<file path="src/rtl/core/wms_pkg.sv">
// Shared types, constants and width helpers for the moving-window mean and
// standard deviation block. No dependencies.
`default_nettype none

package wms_pkg;

  localparam int DATA_W      = 16;
  localparam int DEF_DEPTH   = 32;
  localparam int COUNT_W     = 6;
  localparam int OUT_TDATA_W = 40;
  localparam logic signed [DATA_W-1:0] FILL_RESET = 16'sd2511;

  // Width helpers, all functions of the window depth.
  function automatic int addr_w(input int depth);
    return $clog2(depth);
  endfunction

  function automatic int cnt_w(input int depth);
    return $clog2(depth + 1);
  endfunction

  function automatic int mag_w(input int depth);
    return DATA_W + addr_w(depth);
  endfunction

  function automatic int sumsq_w(input int depth);
    return 2 * DATA_W - 1 + addr_w(depth);
  endfunction

  function automatic int num_w(input int depth);
    return cnt_w(depth) + sumsq_w(depth);
  endfunction

  function automatic int mdiv_w(input int depth);
    return mag_w(depth) + 2;
  endfunction

  function automatic int root_w(input int depth);
    return (num_w(depth) + 1) / 2;
  endfunction

  function automatic int step_w(input int depth);
    return $clog2(((num_w(depth) > depth) ? num_w(depth) : depth) + 1);
  endfunction

  typedef enum logic [3:0] {
    S_IDLE,
    S_FILL,
    S_READ,
    S_DRAIN,
    S_MAG,
    S_MUL,
    S_NSQ,
    S_MDIV,
    S_MEAN,
    S_VLD,
    S_VDIV,
    S_SQLD,
    S_SQRT,
    S_OUT
  } state_t;

  typedef struct packed {
    logic take;       // input beat accepted
    logic fill_wr;    // clear sweep write
    logic rd;         // window read
    logic acc_clr;
    logic mag_ld;
    logic mul_ld;
    logic nsq_ld;
    logic mdiv_ld;
    logic div_step;
    logic mean_ld;
    logic vdiv_ld;
    logic sqrt_ld;
    logic sqrt_step;
    logic res_ld;
  } dp_cmd_t;

endpackage

`default_nettype wire

</file>
<file path="src/rtl/core/window_mean_stddev.sv">
// Moving-window mean and sample standard deviation, top level.
// Depends on wms_pkg, wms_ctrl, wms_datapath, wms_ram.
//
// Usage:
//   in_* : one beat per command. in_tuser = 0 adds in_tdata (Q7.8 sample) at
//          the next ring slot; in_tuser = 1 rewrites every slot with the fill
//          value and drops the full flag, keeping the write position.
//   out_*: one beat per input beat: sample count, mean (Q7.8) and sample
//          standard deviation (Q8.8, saturated).
//   cfg_*: write of the clear fill value, which the user must make only while
//          the block is idle; the block itself has no check for it.
// One command is worked at a time; in_tready is high only when idle. An add
// runs the window read (one RAM read per covered sample), the bit-serial
// divider (at depth 32, 23 steps for the mean, 42 for the variance) and the
// square root (21 steps); a clear runs the fill sweep over every slot first.
// The result waits in an output register while the receiver stalls; the next
// command is accepted meanwhile and holds in its last state until the
// register frees up. Reset empties the window, clears the full flag, drops
// out_tvalid and sets the fill value to 9.81; ring contents are not cleared.
`default_nettype none

module window_mean_stddev import wms_pkg::*; #(
  parameter int WINDOW_DEPTH = DEF_DEPTH
) (
  input  wire logic                   clk,
  input  wire logic                   rst_n,
  input  wire logic                   cfg_wr_en,
  input  wire logic [DATA_W-1:0]      cfg_wr_data,   // clear_fill_value
  input  wire logic                   in_tvalid,
  output logic                        in_tready,
  input  wire logic [DATA_W-1:0]      in_tdata,      // [15:0] sample
  input  wire logic                   in_tuser,      // [0] cmd
  output logic                        out_tvalid,
  input  wire logic                   out_tready,
  output logic      [OUT_TDATA_W-1:0] out_tdata      // [5:0] fill_count,
                                                     // [21:6] mean_value,
                                                     // [37:22] std_deviation
);

  localparam int CW   = cnt_w(WINDOW_DEPTH);
  localparam int CNTW = step_w(WINDOW_DEPTH);

  dp_cmd_t         cmd;
  logic [CNTW-1:0] step_idx;
  logic [CW-1:0]   n_cnt;

  wms_ctrl #(
    .WINDOW_DEPTH (WINDOW_DEPTH)
  ) u_ctrl (
    .clk        (clk),
    .rst_n      (rst_n),
    .in_tvalid  (in_tvalid),
    .in_tready  (in_tready),
    .in_cmd     (in_tuser),
    .out_tvalid (out_tvalid),
    .out_tready (out_tready),
    .n_cnt      (n_cnt),
    .cmd        (cmd),
    .step_idx   (step_idx)
  );

  wms_datapath #(
    .WINDOW_DEPTH (WINDOW_DEPTH)
  ) u_dp (
    .clk         (clk),
    .rst_n       (rst_n),
    .cfg_wr_en   (cfg_wr_en),
    .cfg_wr_data (cfg_wr_data),
    .in_cmd      (in_tuser),
    .in_sample   (in_tdata),
    .cmd         (cmd),
    .step_idx    (step_idx),
    .n_cnt       (n_cnt),
    .res_tdata   (out_tdata)
  );

endmodule

`default_nettype wire

</file>
<file path="src/rtl/core/wms_ram.sv">
// Generic single-write, single-read RAM with registered read data.
// No dependencies.
`default_nettype none

module wms_ram #(
  parameter int WIDTH = 16,
  parameter int DEPTH = 32,
  localparam int AW = $clog2(DEPTH)
) (
  input  wire logic             clk,
  input  wire logic             we,
  input  wire logic [AW-1:0]    waddr,
  input  wire logic [WIDTH-1:0] wdata,
  input  wire logic             re,
  input  wire logic [AW-1:0]    raddr,
  output logic      [WIDTH-1:0] rdata
);

  logic [WIDTH-1:0] mem_r [DEPTH];
  logic [WIDTH-1:0] rdata_r;

  always_ff @(posedge clk) begin
    if (we) begin
      mem_r[waddr] <= wdata;
    end
    if (re) begin
      rdata_r <= mem_r[raddr];
    end
  end

  assign rdata = rdata_r;

endmodule

`default_nettype wire

</file>
<file path="src/rtl/core/wms_datapath.sv">
// Datapath: sample ring, accumulators, multipliers, shared bit-serial divider
// and square root, result register. Depends on wms_pkg and wms_ram.
`default_nettype none

module wms_datapath import wms_pkg::*; #(
  parameter int WINDOW_DEPTH = DEF_DEPTH,
  localparam int CW   = cnt_w(WINDOW_DEPTH),
  localparam int CNTW = step_w(WINDOW_DEPTH)
) (
  input  wire logic                     clk,
  input  wire logic                     rst_n,
  input  wire logic                     cfg_wr_en,
  input  wire logic [DATA_W-1:0]        cfg_wr_data,
  input  wire logic                     in_cmd,
  input  wire logic [DATA_W-1:0]        in_sample,
  input  wire dp_cmd_t                  cmd,
  input  wire logic [CNTW-1:0]          step_idx,
  output logic      [CW-1:0]            n_cnt,
  output logic      [OUT_TDATA_W-1:0]   res_tdata
);

  localparam int AW   = addr_w(WINDOW_DEPTH);
  localparam int MAGW = mag_w(WINDOW_DEPTH);
  localparam int SQW  = sumsq_w(WINDOW_DEPTH);
  localparam int H    = SQW / 2;
  localparam int PLW  = CW + H;
  localparam int PHW  = CW + SQW - H;
  localparam int NW   = num_w(WINDOW_DEPTH);
  localparam int S2W  = 2 * MAGW;
  localparam int XW   = (NW > S2W) ? NW : S2W;
  localparam int VW   = 2 * CW;
  localparam int DW   = NW;
  localparam int MDW  = mdiv_w(WINDOW_DEPTH);
  localparam int RTW  = root_w(WINDOW_DEPTH);
  localparam int QW   = 2 * RTW;
  localparam int RMW  = RTW + 3;
  localparam int PADW = OUT_TDATA_W - COUNT_W - 2 * DATA_W;

  // window position
  logic [AW-1:0]            last_slot_r;
  logic [AW-1:0]            slot_nxt;
  logic                     slot_valid_r;
  logic                     full_r;
  logic                     wrap;
  logic signed [DATA_W-1:0] fill_r;

  // ram
  logic                     ram_we;
  logic [AW-1:0]            ram_waddr;
  logic [DATA_W-1:0]        ram_wdata;
  logic [DATA_W-1:0]        ram_rdata;

  // accumulation
  logic                     rd_v_r;
  logic                     acc_v_r;
  logic signed [DATA_W-1:0] x_in;
  logic signed [2*DATA_W-1:0] sq_full;
  logic signed [DATA_W-1:0] x_r;
  logic [2*DATA_W-2:0]      sq_r;
  logic signed [MAGW-1:0]   sum_r;
  logic [SQW-1:0]           sumsq_r;

  // statistics
  logic                     neg_r;
  logic [MAGW-1:0]          mag_r;
  logic [S2W-1:0]           s2_r;
  logic [PLW-1:0]           plo_r;
  logic [PHW-1:0]           phi_r;
  logic [VW-1:0]            den_r;
  logic [NW-1:0]            nsq_r;
  logic [NW-1:0]            num_r;
  logic [MDW-1:0]           mdiv_num;

  // divider
  logic [DW-1:0]            dq_r;
  logic [VW-1:0]            dr_r;
  logic [VW-1:0]            dv_r;
  logic [VW:0]              dtrial;
  logic                     dge;

  // square root
  logic [QW-1:0]            so_r;
  logic [RTW-1:0]           root_r;
  logic [RMW-1:0]           srem_r;
  logic [RMW-1:0]           srem2;
  logic [RMW-1:0]           strial;
  logic                     sge;

  // results
  logic [DATA_W-1:0]        mean_r;
  logic                     rnd;
  logic [RTW:0]             s1;
  logic [DATA_W-1:0]        std_val;
  logic [OUT_TDATA_W-1:0]   res_r;

  assign wrap     = slot_valid_r && (last_slot_r == AW'(WINDOW_DEPTH - 1));
  assign slot_nxt = (!slot_valid_r || wrap) ? '0 : last_slot_r + 1'b1;

  always_comb begin
    if (full_r) begin
      n_cnt = CW'(WINDOW_DEPTH);
    end else if (slot_valid_r) begin
      n_cnt = CW'(last_slot_r) + CW'(1);
    end else begin
      n_cnt = '0;
    end
  end

  always_ff @(posedge clk) begin
    if (!rst_n) begin
      slot_valid_r <= 1'b0;
      last_slot_r  <= '0;
      full_r       <= 1'b0;
      fill_r       <= FILL_RESET;
    end else begin
      if (cfg_wr_en) begin
        fill_r <= cfg_wr_data;
      end
      if (cmd.take) begin
        if (!in_cmd) begin
          slot_valid_r <= 1'b1;
          last_slot_r  <= slot_nxt;
          if (wrap) begin
            full_r <= 1'b1;
          end
        end else begin
          full_r <= 1'b0;
        end
      end
    end
  end

  assign ram_we    = (cmd.take && !in_cmd) || cmd.fill_wr;
  assign ram_waddr = cmd.fill_wr ? step_idx[AW-1:0] : slot_nxt;
  assign ram_wdata = cmd.fill_wr ? fill_r : in_sample;

  wms_ram #(
    .WIDTH (DATA_W),
    .DEPTH (WINDOW_DEPTH)
  ) u_ram (
    .clk   (clk),
    .we    (ram_we),
    .waddr (ram_waddr),
    .wdata (ram_wdata),
    .re    (cmd.rd),
    .raddr (step_idx[AW-1:0]),
    .rdata (ram_rdata)
  );

  assign x_in    = ram_rdata;
  assign sq_full = x_in * x_in;

  always_ff @(posedge clk) begin
    if (!rst_n) begin
      rd_v_r  <= 1'b0;
      acc_v_r <= 1'b0;
    end else begin
      rd_v_r  <= cmd.rd;
      acc_v_r <= rd_v_r;
    end
  end

  always_ff @(posedge clk) begin
    if (rd_v_r) begin
      x_r  <= x_in;
      sq_r <= sq_full[2*DATA_W-2:0];
    end
    if (cmd.acc_clr) begin
      sum_r   <= '0;
      sumsq_r <= '0;
    end else if (acc_v_r) begin
      sum_r   <= sum_r + MAGW'(x_r);
      sumsq_r <= sumsq_r + SQW'(sq_r);
    end
  end

  // n*sum(x^2) is split into two partial products and recombined
  assign mdiv_num = MDW'({mag_r, 1'b0}) + MDW'(n_cnt);

  always_ff @(posedge clk) begin
    if (cmd.mag_ld) begin
      neg_r <= sum_r[MAGW-1];
      mag_r <= sum_r[MAGW-1] ? MAGW'(-sum_r) : MAGW'(sum_r);
    end
    if (cmd.mul_ld) begin
      s2_r  <= S2W'(mag_r) * S2W'(mag_r);
      plo_r <= PLW'(n_cnt) * PLW'(sumsq_r[H-1:0]);
      phi_r <= PHW'(n_cnt) * PHW'(sumsq_r[SQW-1:H]);
      den_r <= VW'(n_cnt) * (VW'(n_cnt) - VW'(1));
    end
    if (cmd.nsq_ld) begin
      nsq_r <= NW'({phi_r, {H{1'b0}}}) + NW'(plo_r);
    end
    if (cmd.mean_ld) begin
      num_r <= (XW'(nsq_r) >= XW'(s2_r)) ? NW'(XW'(nsq_r) - XW'(s2_r)) : '0;
    end
  end

  // restoring divider, one quotient bit per step
  assign dtrial = {dr_r, dq_r[DW-1]};
  assign dge    = dtrial >= {1'b0, dv_r};

  always_ff @(posedge clk) begin
    if (cmd.mdiv_ld) begin
      dq_r <= DW'(mdiv_num) << (DW - MDW);
      dr_r <= '0;
      dv_r <= VW'({n_cnt, 1'b0});
    end else if (cmd.vdiv_ld) begin
      dq_r <= num_r;
      dr_r <= '0;
      dv_r <= den_r;
    end else if (cmd.div_step) begin
      dq_r <= {dq_r[DW-2:0], dge};
      dr_r <= dge ? VW'(dtrial - {1'b0, dv_r}) : VW'(dtrial);
    end
  end

  always_ff @(posedge clk) begin
    if (cmd.mean_ld) begin
      if (n_cnt == '0) begin
        mean_r <= '0;
      end else begin
        mean_r <= neg_r ? -dq_r[DATA_W-1:0] : dq_r[DATA_W-1:0];
      end
    end
  end

  // square root, two radicand bits per step
  assign srem2  = {srem_r[RMW-3:0], so_r[QW-1:QW-2]};
  assign strial = (RMW'(root_r) << 2) | RMW'(1);
  assign sge    = srem2 >= strial;

  always_ff @(posedge clk) begin
    if (cmd.sqrt_ld) begin
      so_r   <= QW'(dq_r);
      root_r <= '0;
      srem_r <= '0;
    end else if (cmd.sqrt_step) begin
      so_r   <= so_r << 2;
      root_r <= {root_r[RTW-2:0], sge};
      srem_r <= sge ? srem2 - strial : srem2;
    end
  end

  // round up once the exact variance reaches (root + 1/2)^2
  assign rnd = (srem_r > RMW'(root_r)) ||
               ((srem_r == RMW'(root_r)) && ({dr_r, 2'b00} >= (VW + 2)'(den_r)));
  assign s1  = (RTW + 1)'(root_r) + (RTW + 1)'(rnd);

  always_comb begin
    if (n_cnt <= CW'(1)) begin
      std_val = '0;
    end else if (|s1[RTW:DATA_W]) begin
      std_val = '1;
    end else begin
      std_val = s1[DATA_W-1:0];
    end
  end

  always_ff @(posedge clk) begin
    if (cmd.res_ld) begin
      res_r <= {{PADW{1'b0}}, std_val, mean_r, COUNT_W'(n_cnt)};
    end
  end

  assign res_tdata = res_r;

endmodule

`default_nettype wire

</file>
<file path="src/rtl/core/wms_ctrl.sv">
// Controller: sequences fill sweep, window read, division, square root and
// result hand-off. Depends on wms_pkg.
`default_nettype none

module wms_ctrl import wms_pkg::*; #(
  parameter int WINDOW_DEPTH = DEF_DEPTH,
  localparam int CW   = cnt_w(WINDOW_DEPTH),
  localparam int CNTW = step_w(WINDOW_DEPTH)
) (
  input  wire logic            clk,
  input  wire logic            rst_n,
  input  wire logic            in_tvalid,
  output logic                 in_tready,
  input  wire logic            in_cmd,
  output logic                 out_tvalid,
  input  wire logic            out_tready,
  input  wire logic [CW-1:0]   n_cnt,
  output dp_cmd_t              cmd,
  output logic      [CNTW-1:0] step_idx
);

  localparam int DW  = num_w(WINDOW_DEPTH);
  localparam int MDW = mdiv_w(WINDOW_DEPTH);
  localparam int RTW = root_w(WINDOW_DEPTH);

  state_t          state_r, state_nxt;
  logic [CNTW-1:0] cnt_r, cnt_nxt;
  logic            out_valid_r;
  logic            out_free;
  logic            take;

  assign take     = (state_r == S_IDLE) && in_tvalid;
  assign out_free = !out_valid_r || out_tready;

  always_ff @(posedge clk) begin
    if (!rst_n) begin
      state_r <= S_IDLE;
      cnt_r   <= '0;
    end else begin
      state_r <= state_nxt;
      cnt_r   <= cnt_nxt;
    end
  end

  always_comb begin
    state_nxt = state_r;
    cnt_nxt   = cnt_r;
    unique case (state_r)
      S_IDLE: begin
        cnt_nxt = '0;
        if (in_tvalid) begin
          state_nxt = in_cmd ? S_FILL : S_READ;
        end
      end
      S_FILL: begin
        if (cnt_r == CNTW'(WINDOW_DEPTH - 1)) begin
          state_nxt = S_READ;
          cnt_nxt   = '0;
        end else begin
          cnt_nxt = cnt_r + 1'b1;
        end
      end
      S_READ: begin
        if (cnt_r == CNTW'(n_cnt)) begin
          state_nxt = S_DRAIN;
          cnt_nxt   = '0;
        end else begin
          cnt_nxt = cnt_r + 1'b1;
        end
      end
      S_DRAIN: begin
        if (cnt_r == CNTW'(1)) begin
          state_nxt = S_MAG;
        end
        cnt_nxt = cnt_r + 1'b1;
      end
      S_MAG:  state_nxt = S_MUL;
      S_MUL:  state_nxt = S_NSQ;
      S_NSQ: begin
        state_nxt = S_MDIV;
        cnt_nxt   = '0;
      end
      S_MDIV: begin
        if (cnt_r == CNTW'(MDW - 1)) begin
          state_nxt = S_MEAN;
        end
        cnt_nxt = cnt_r + 1'b1;
      end
      S_MEAN: state_nxt = S_VLD;
      S_VLD: begin
        state_nxt = S_VDIV;
        cnt_nxt   = '0;
      end
      S_VDIV: begin
        if (cnt_r == CNTW'(DW - 1)) begin
          state_nxt = S_SQLD;
        end
        cnt_nxt = cnt_r + 1'b1;
      end
      S_SQLD: begin
        state_nxt = S_SQRT;
        cnt_nxt   = '0;
      end
      S_SQRT: begin
        if (cnt_r == CNTW'(RTW - 1)) begin
          state_nxt = S_OUT;
        end
        cnt_nxt = cnt_r + 1'b1;
      end
      S_OUT: begin
        if (out_free) begin
          state_nxt = S_IDLE;
        end
      end
      default: state_nxt = S_IDLE;
    endcase
  end

  always_comb begin
    cmd       = '0;
    in_tready = 1'b0;
    unique case (state_r)
      S_IDLE: begin
        in_tready   = 1'b1;
        cmd.take    = take;
        cmd.acc_clr = 1'b1;
      end
      S_FILL:  cmd.fill_wr  = 1'b1;
      S_READ:  cmd.rd       = (cnt_r != CNTW'(n_cnt));
      S_DRAIN: cmd.rd       = 1'b0;
      S_MAG:   cmd.mag_ld   = 1'b1;
      S_MUL:   cmd.mul_ld   = 1'b1;
      S_NSQ: begin
        cmd.nsq_ld  = 1'b1;
        cmd.mdiv_ld = 1'b1;
      end
      S_MDIV:  cmd.div_step = 1'b1;
      S_MEAN:  cmd.mean_ld  = 1'b1;
      S_VLD:   cmd.vdiv_ld  = 1'b1;
      S_VDIV:  cmd.div_step = 1'b1;
      S_SQLD:  cmd.sqrt_ld  = 1'b1;
      S_SQRT:  cmd.sqrt_step = 1'b1;
      S_OUT:   cmd.res_ld   = out_free;
      default: cmd = '0;
    endcase
  end

  always_ff @(posedge clk) begin
    if (!rst_n) begin
      out_valid_r <= 1'b0;
    end else if (cmd.res_ld) begin
      out_valid_r <= 1'b1;
    end else if (out_tready) begin
      out_valid_r <= 1'b0;
    end
  end

  assign out_tvalid = out_valid_r;
  assign step_idx   = cnt_r;

endmodule

`default_nettype wire

</file>
<file path="config.mk">
export PLATFORM = sky130hd
export DESIGN_NAME = window_mean_stddev
export DESIGN_NICKNAME = d
export VERILOG_FILES = /design/src/rtl/core/wms_pkg.sv /design/src/rtl/core/window_mean_stddev.sv /design/src/rtl/core/wms_ram.sv /design/src/rtl/core/wms_datapath.sv /design/src/rtl/core/wms_ctrl.sv
export SDC_FILE = /design/constraint.sdc
export NUM_CORES = 2
export LEC_CHECK = 0
export BUFFER_PORTS_ARGS = -buffer_cell sky130_fd_sc_hd__buf_2
export CAP_MARGIN = 10
export CORE_MARGIN = 2
export CORE_UTILIZATION = 65
export CTS_CLUSTER_DIAMETER = 30
export DETAILED_ROUTE_END_ITERATION = 12
export GPL_ROUTABILITY_DRIVEN = 0
export PLACE_DENSITY = 0.82
export SLEW_MARGIN = 10
export SYNTH_ARGS = -nofsm -noshare
export SYNTH_HDL_FRONTEND = slang
export SYNTH_SLANG_ARGS = --single-unit
</file>
<file path="constraint.sdc">
create_clock -name clk -period 10.3 [get_ports clk]
set_clock_uncertainty 0.1 [all_clocks]
set_input_delay 0 -clock clk [delete_from_list [all_inputs] [get_ports clk]]
set_output_delay 0 -clock clk [all_outputs]
set_load 0.01 [all_outputs]
</file>
Yosys cells after proc, flatten, opt, wreduce, memory -nomap -nowiden --
Memory sizes are Yosys's and may differ from the RTL's. A register that Yosys moved wholly into a read port is not among the register bits. Index checks and enable logic that the tools add are counted.
Operators by class: $add $sub $neg 14, $mul 5, order comparisons 6, equality and inequality tests 30, multiplexer cells 49, bitwise logic cells 1, reductions and logical operators 28
Operator list (count):
- $mux 42 | 5
- $pmux 4 s14 | 1
- $mul 6x18->24 | 2
- $mux 16 | 3
- $add 42x24->42 | 1
- $ge 42x42->1 | 1
- $mul 21x21->42 | 1
- $sub 42x42->42 | 1
- $add 36x31->36 | 1
- $mux 4 | 8
- $mul 16x16->31 | 1
- $eq 24x21->1 | 1
- $eq 4x4->1 const B | 6
- $ge 24x23->1 | 1
- $gt 24x21->1 | 1
- $mux 24 | 1
- $mux 6 | 4
- $pmux 6 s4 | 1
- $sub 24x23->24 | 1
- $add 22x6->23 | 1
- $add 21x1->22 | 1
- $add 21x16->21 | 1
- $neg 21->21 | 1
- $mux 20 | 1
- 40 further kinds | 87
Storage, ports and cells: register bits 555, RAM bits 512, logic and storage cells 167, memories kept 1
Memory list:
- u_dp.u_ram.mem_r | words 32, width 16, rd ports 1, clocked after memory_dff 1, write ports 1, RTL line wms_ram.sv:19 | logic [WIDTH-1:0] mem_r [DEPTH];

Longest topological paths before layout --
word-level depth 7, depth in mapped cells 29

Hierarchy --
Synthesis repeated with hierarchy kept, for this count alone.
Second synthesis, totals: cells, all modules 7148, area, all modules 78634.2 µm²
By module, submodules not included:
- wms_datapath | times used 1, cells an instance 5859, area an instance 56807.0 µm²
- wms_ram | times used 1, cells an instance 1143, area an instance 20694.8 µm²
- wms_ctrl | times used 1, cells an instance 146, area an instance 1132.3 µm²

Worst setup path before layout --
No wires, ideal clock.
kind reg-to-reg, from register u_dp.mag_r[4], to register u_dp.s2_r[40], data pin, setup time 275 ps, data arrival time 6872 ps, required time 9925 ps, setup slack 3053 ps, stages on the path, launching flop included 28, path buffers 3, cells stage by stage edfxtp_1 -> clkbuf_1 -> clkbuf_1 -> nand2_1 -> inv_1 -> fa_1 -> fa_1 -> inv_1 -> fa_1 -> inv_1 -> fa_1 -> fa_1 -> fa_1 -> inv_1 -> fa_1 -> inv_1 -> ha_1 -> clkbuf_1 -> a21o_1 -> a21o_1 -> a31o_2 -> o41ai_1 -> o221ai_1 -> o21a_1 -> o21ai_1 -> o21ai_1 -> nor3b_1 -> a311oi_1
On the way: longest elaborated chain between the ends 1
RTL lines:
- start: declaration | RTL line wms_datapath.sv:65 | logic [MAGW-1:0] mag_r;
- start signal: assignment | RTL line wms_datapath.sv:183 | mag_r <= sum_r[MAGW-1] ? MAGW'(-sum_r) : MAGW'(sum_r);
- $mul 21x21->42 | RTL line wms_datapath.sv:186 | s2_r <= S2W'(mag_r) * S2W'(mag_r);
- end signal: assignment | RTL line wms_datapath.sv:186
- end: declaration | RTL line wms_datapath.sv:66 | logic [S2W-1:0] s2_r;
No other way between the ends. A chain may end at the register's enable or synchronous reset.

Final worst setup path --
from register u_dp.mag_r[6], to register u_dp.s2_r[41], data pin
The elaborated chain is that of the path after synthesis.

==> flow_metrics.tcl <==
set metrics [dict create \
    clkLatencyLatePin_ns 0.86 \
    track_usage_pct 36.8 \
    hold_violations 0 \
    required_ns 10.74 \
    final_cell_mix "inv_1, edfxtp_1, nand2_1, fa_1, ha_1" \
    nNetsFinal 8141 \
    synth_ff_type "edfxtp_1" \
    port_buffers 77 \
    vias 55600 \
    finalWorstPathRequiredPeriod_ns 8.04 \
    startpoint_type "register" \
    drv_slew 0 \
    setup_tns_ns 0 \
    rsz0062_at_grt "false" \
    hp-start "in_tdata[0]" \
    die_x_um 347 \
    critPathTopFamily "adder cells" \
    critPathSlowestCell "edfxtp_1" \
    syn_inst 6703 \
    tritoncts "done" \
    status "finished clean" \
    final_common_cell "inv_1" \
    r2r_start "u_dp.mag_r[6]" \
    crit_start "u_dp.mag_r[6]" \
    start_util_pct 65.7 \
    rows 125 \
    slowest_delay_ns 0.87 \
    root_buffer "clkbuf_16" \
    antenna_left 0 \
    tightest_slew_ns 1.38 \
    first_pass_iters 10 \
    area_growth_pct 13.4 \
    ys_types 90 \
    dr.first_iter.drc_count 7384 \
    crit_fanout 18 \
    post-route-period-util_pct 78.0 \
    ys_seq_area_share_pct 40.0 \
    fmax_ghz 0.124 \
    setup_violations 0 \
    wl_per_cell_um 25.4 \
    cpMostUsedCell "fa_1" \
    synth-warning-count 0 \
    min_path_type "primary input to register" \
    yosys_register_bits 1078 \
    crit_chain "clkinv_1, nor2_1, fa_1, fa_1, fa_1, fa_1, inv_1, fa_1, inv_1, fa_1, inv_1, fa_1, inv_1, ha_1, a21oi_1, nand2_1, o21ai_0, o211ai_1, a311oi_1, o21ai_0, a21oi_1, xnor2_1" \
    die_h_um 347 \
    grt_overflow_total 0 \
    drive_gt1_share_pct 11.1 \
    cts.sinks 1078 \
    ctsHoldBuffers 72 \
    path_clk_slew_ns 0.06 \
    cp-end-kind "register" \
    clock_path_buffers 3 \
    antenna_found_initial 19 \
    cts_resized 0 \
    path_class "register to register" \
    cp.arrival_ns 8.48 \
    routed_via_density 6.44 \
    async_flop_share_pct 0 \
    critPathBufInv 5 \
    grt_pass1_wl_um 337000 \
    post_cts_buffers 0 \
    grt_max_degree 115 \
    wirelength_um 219000 \
    h-tree-depth 4 \
    drv_cap 0 \
    dp_hpwl_um 128000 \
    die-area_um2 121000 \
    grt_pass1_vias 58300 \
    drc_errors 0 \
    synth_edf_count 904 \
    avgSynthCellArea_um2 11.4 \
    coreArea_um2 117000 \
    netlist_area_um2 76500 \
    cts_buffers 208 \
    relSlewSlack_pct 7.46 \
    pin_count 80 \
]
## worst reg2reg max path: stages (launching register included)
cell and delay [ns]:
edfxtp_1 0.87, clkinv_1 0.52, nor2_1 0.27, fa_1 0.47, fa_1 0.44, fa_1 0.46, fa_1 0.55, inv_1 0.06
fa_1 0.52, inv_1 0.05, fa_1 0.47, inv_1 0.06, fa_1 0.49, inv_1 0.05, ha_1 0.34, a21oi_1 0.19
nand2_1 0.09, o21ai_0 0.46, o211ai_1 0.30, a311oi_1 0.55, o21ai_0 0.20, a21oi_1 0.22, xnor2_1 0.08
## area by class of cell
cell class              count  area (um^2)
clock inverters           168         2010
repair buffers            238         1790
clock buffers             229         5310
fillers                  6713        29700
well taps                1524         1910
diodes                     10         25.0
inverters                1017         3820
multi-input cells        4371        41300
flip-flops and latches   1078        30600
## stage by stage
step	util [%]	cell area, um^2	cells	hold slack [ns]	setup slack, ns
floorplan	-	76600	6707	0.0284	3.05
global placement	67.5	78700	8155	0.117	2.63
detailed placement	67.5	78700	8155	0.126	2.44
CTS	74.4	86700	8624	0.228	2.42
global route	74.5	86800	8627	0.0339	1.87
finish	74.5	86800	8635	0.0141	2.26
## logic make-up (layout without fill, tap and decap cells)
| family | count (synthesis) | in the layout | synth area share [%] |
|---|---|---|---|
| simple gates | 1688 | 1688 | 10.1 |
| buf+inv | 1258 | 1652 | 6.21 |
| fa+ha+maj | 1189 | 1189 | 26.3 |
| flops | 1078 | 1078 | 40.0 |
| compound gates | 898 | 898 | 7.53 |
| xor+xnor | 337 | 337 | 3.87 |
| mux | 253 | 253 | 5.96 |
| other cells | 2 | 16 | 0.00981 |
## flip-flops by register name, summed over array words and instances, names as in the netlist, 24 cells and up
register and flops:
u_dp.dq_r 42, u_dp.nsq_r 42, u_dp.num_r 42, u_dp.phi_r 24
u_dp.plo_r 24, u_dp.res_tdata 38, u_dp.s2_r 41, u_dp.so_r 42
u_dp.sq_r 30, u_dp.srem_r 24, u_dp.sumsq_r 36, u_dp.u_ram.mem_r 512
## Yosys cell counts, types with 9 or more instances
cell	n	area, um^2
o21bai_1	47	353
nand2b_1	47	294
a22oi_1	20	150
mux2i_1	72	721
o21a_1	28	210
buf_1	29	109
nand4_1	22	138
xor2_1	101	885
edfxtp_1	904	27100
nand3_1	79	395
nor2_1	370	1390
a22o_1	11	96.3
and3_1	51	319
nor4_1	13	81.3
nor3_1	55	275
a31oi_1	32	200
xnor2_1	235	2060
o21ai_1	11	55.1
a21oi_1	255	1280
o21ai_0	183	916
a211oi_1	43	323
ha_1	487	6090
dfxtp_1	174	3480
and2_1	172	1080
o211ai_1	11	82.6
mux2_2	21	236
fa_1	702	14100
o31ai_1	17	128
clkbuf_1	197	739
o22ai_1	33	206
nand3b_1	9	67.6
or3_1	24	150
a21o_1	104	781
nor2b_1	46	288
or4_1	10	75.1
inv_1	1011	3790
nand2_1	744	2790
mux4_2	160	3600
buf_2	11	55.1
a21boi_0	10	75.1
or2_2	19	119
## routing by layer
layer  global-route usage (%)  vias up  wire length, um  share of wire [%]
met2                     58.5     4130           102000                 46
met3                     10.4     1314            26200                 12
met1                     44.3    27000            74000                 34
met4                     23.3       12            17100                7.8
li1                         -    23200                -                  -
met5                    0.360        -               73              0.033
## worst paths after layout
kind | slack, ns | cells after the start | endpoint
worst max-delay path | 2.26 | 22 | u_dp.s2_r[41]
worst min-delay path | 0.01 | 3 | u_dp.u_ram.mem_r[0][0]
worst max register to register | 2.26 | 22 | u_dp.s2_r[41]
worst min register to register | 0.27 | 0 | u_dp.nsq_r[2]
Power is left out: the tool's default activity adds up to more than one toggle a clock period on the data nets, which glitch-free logic cannot reach.
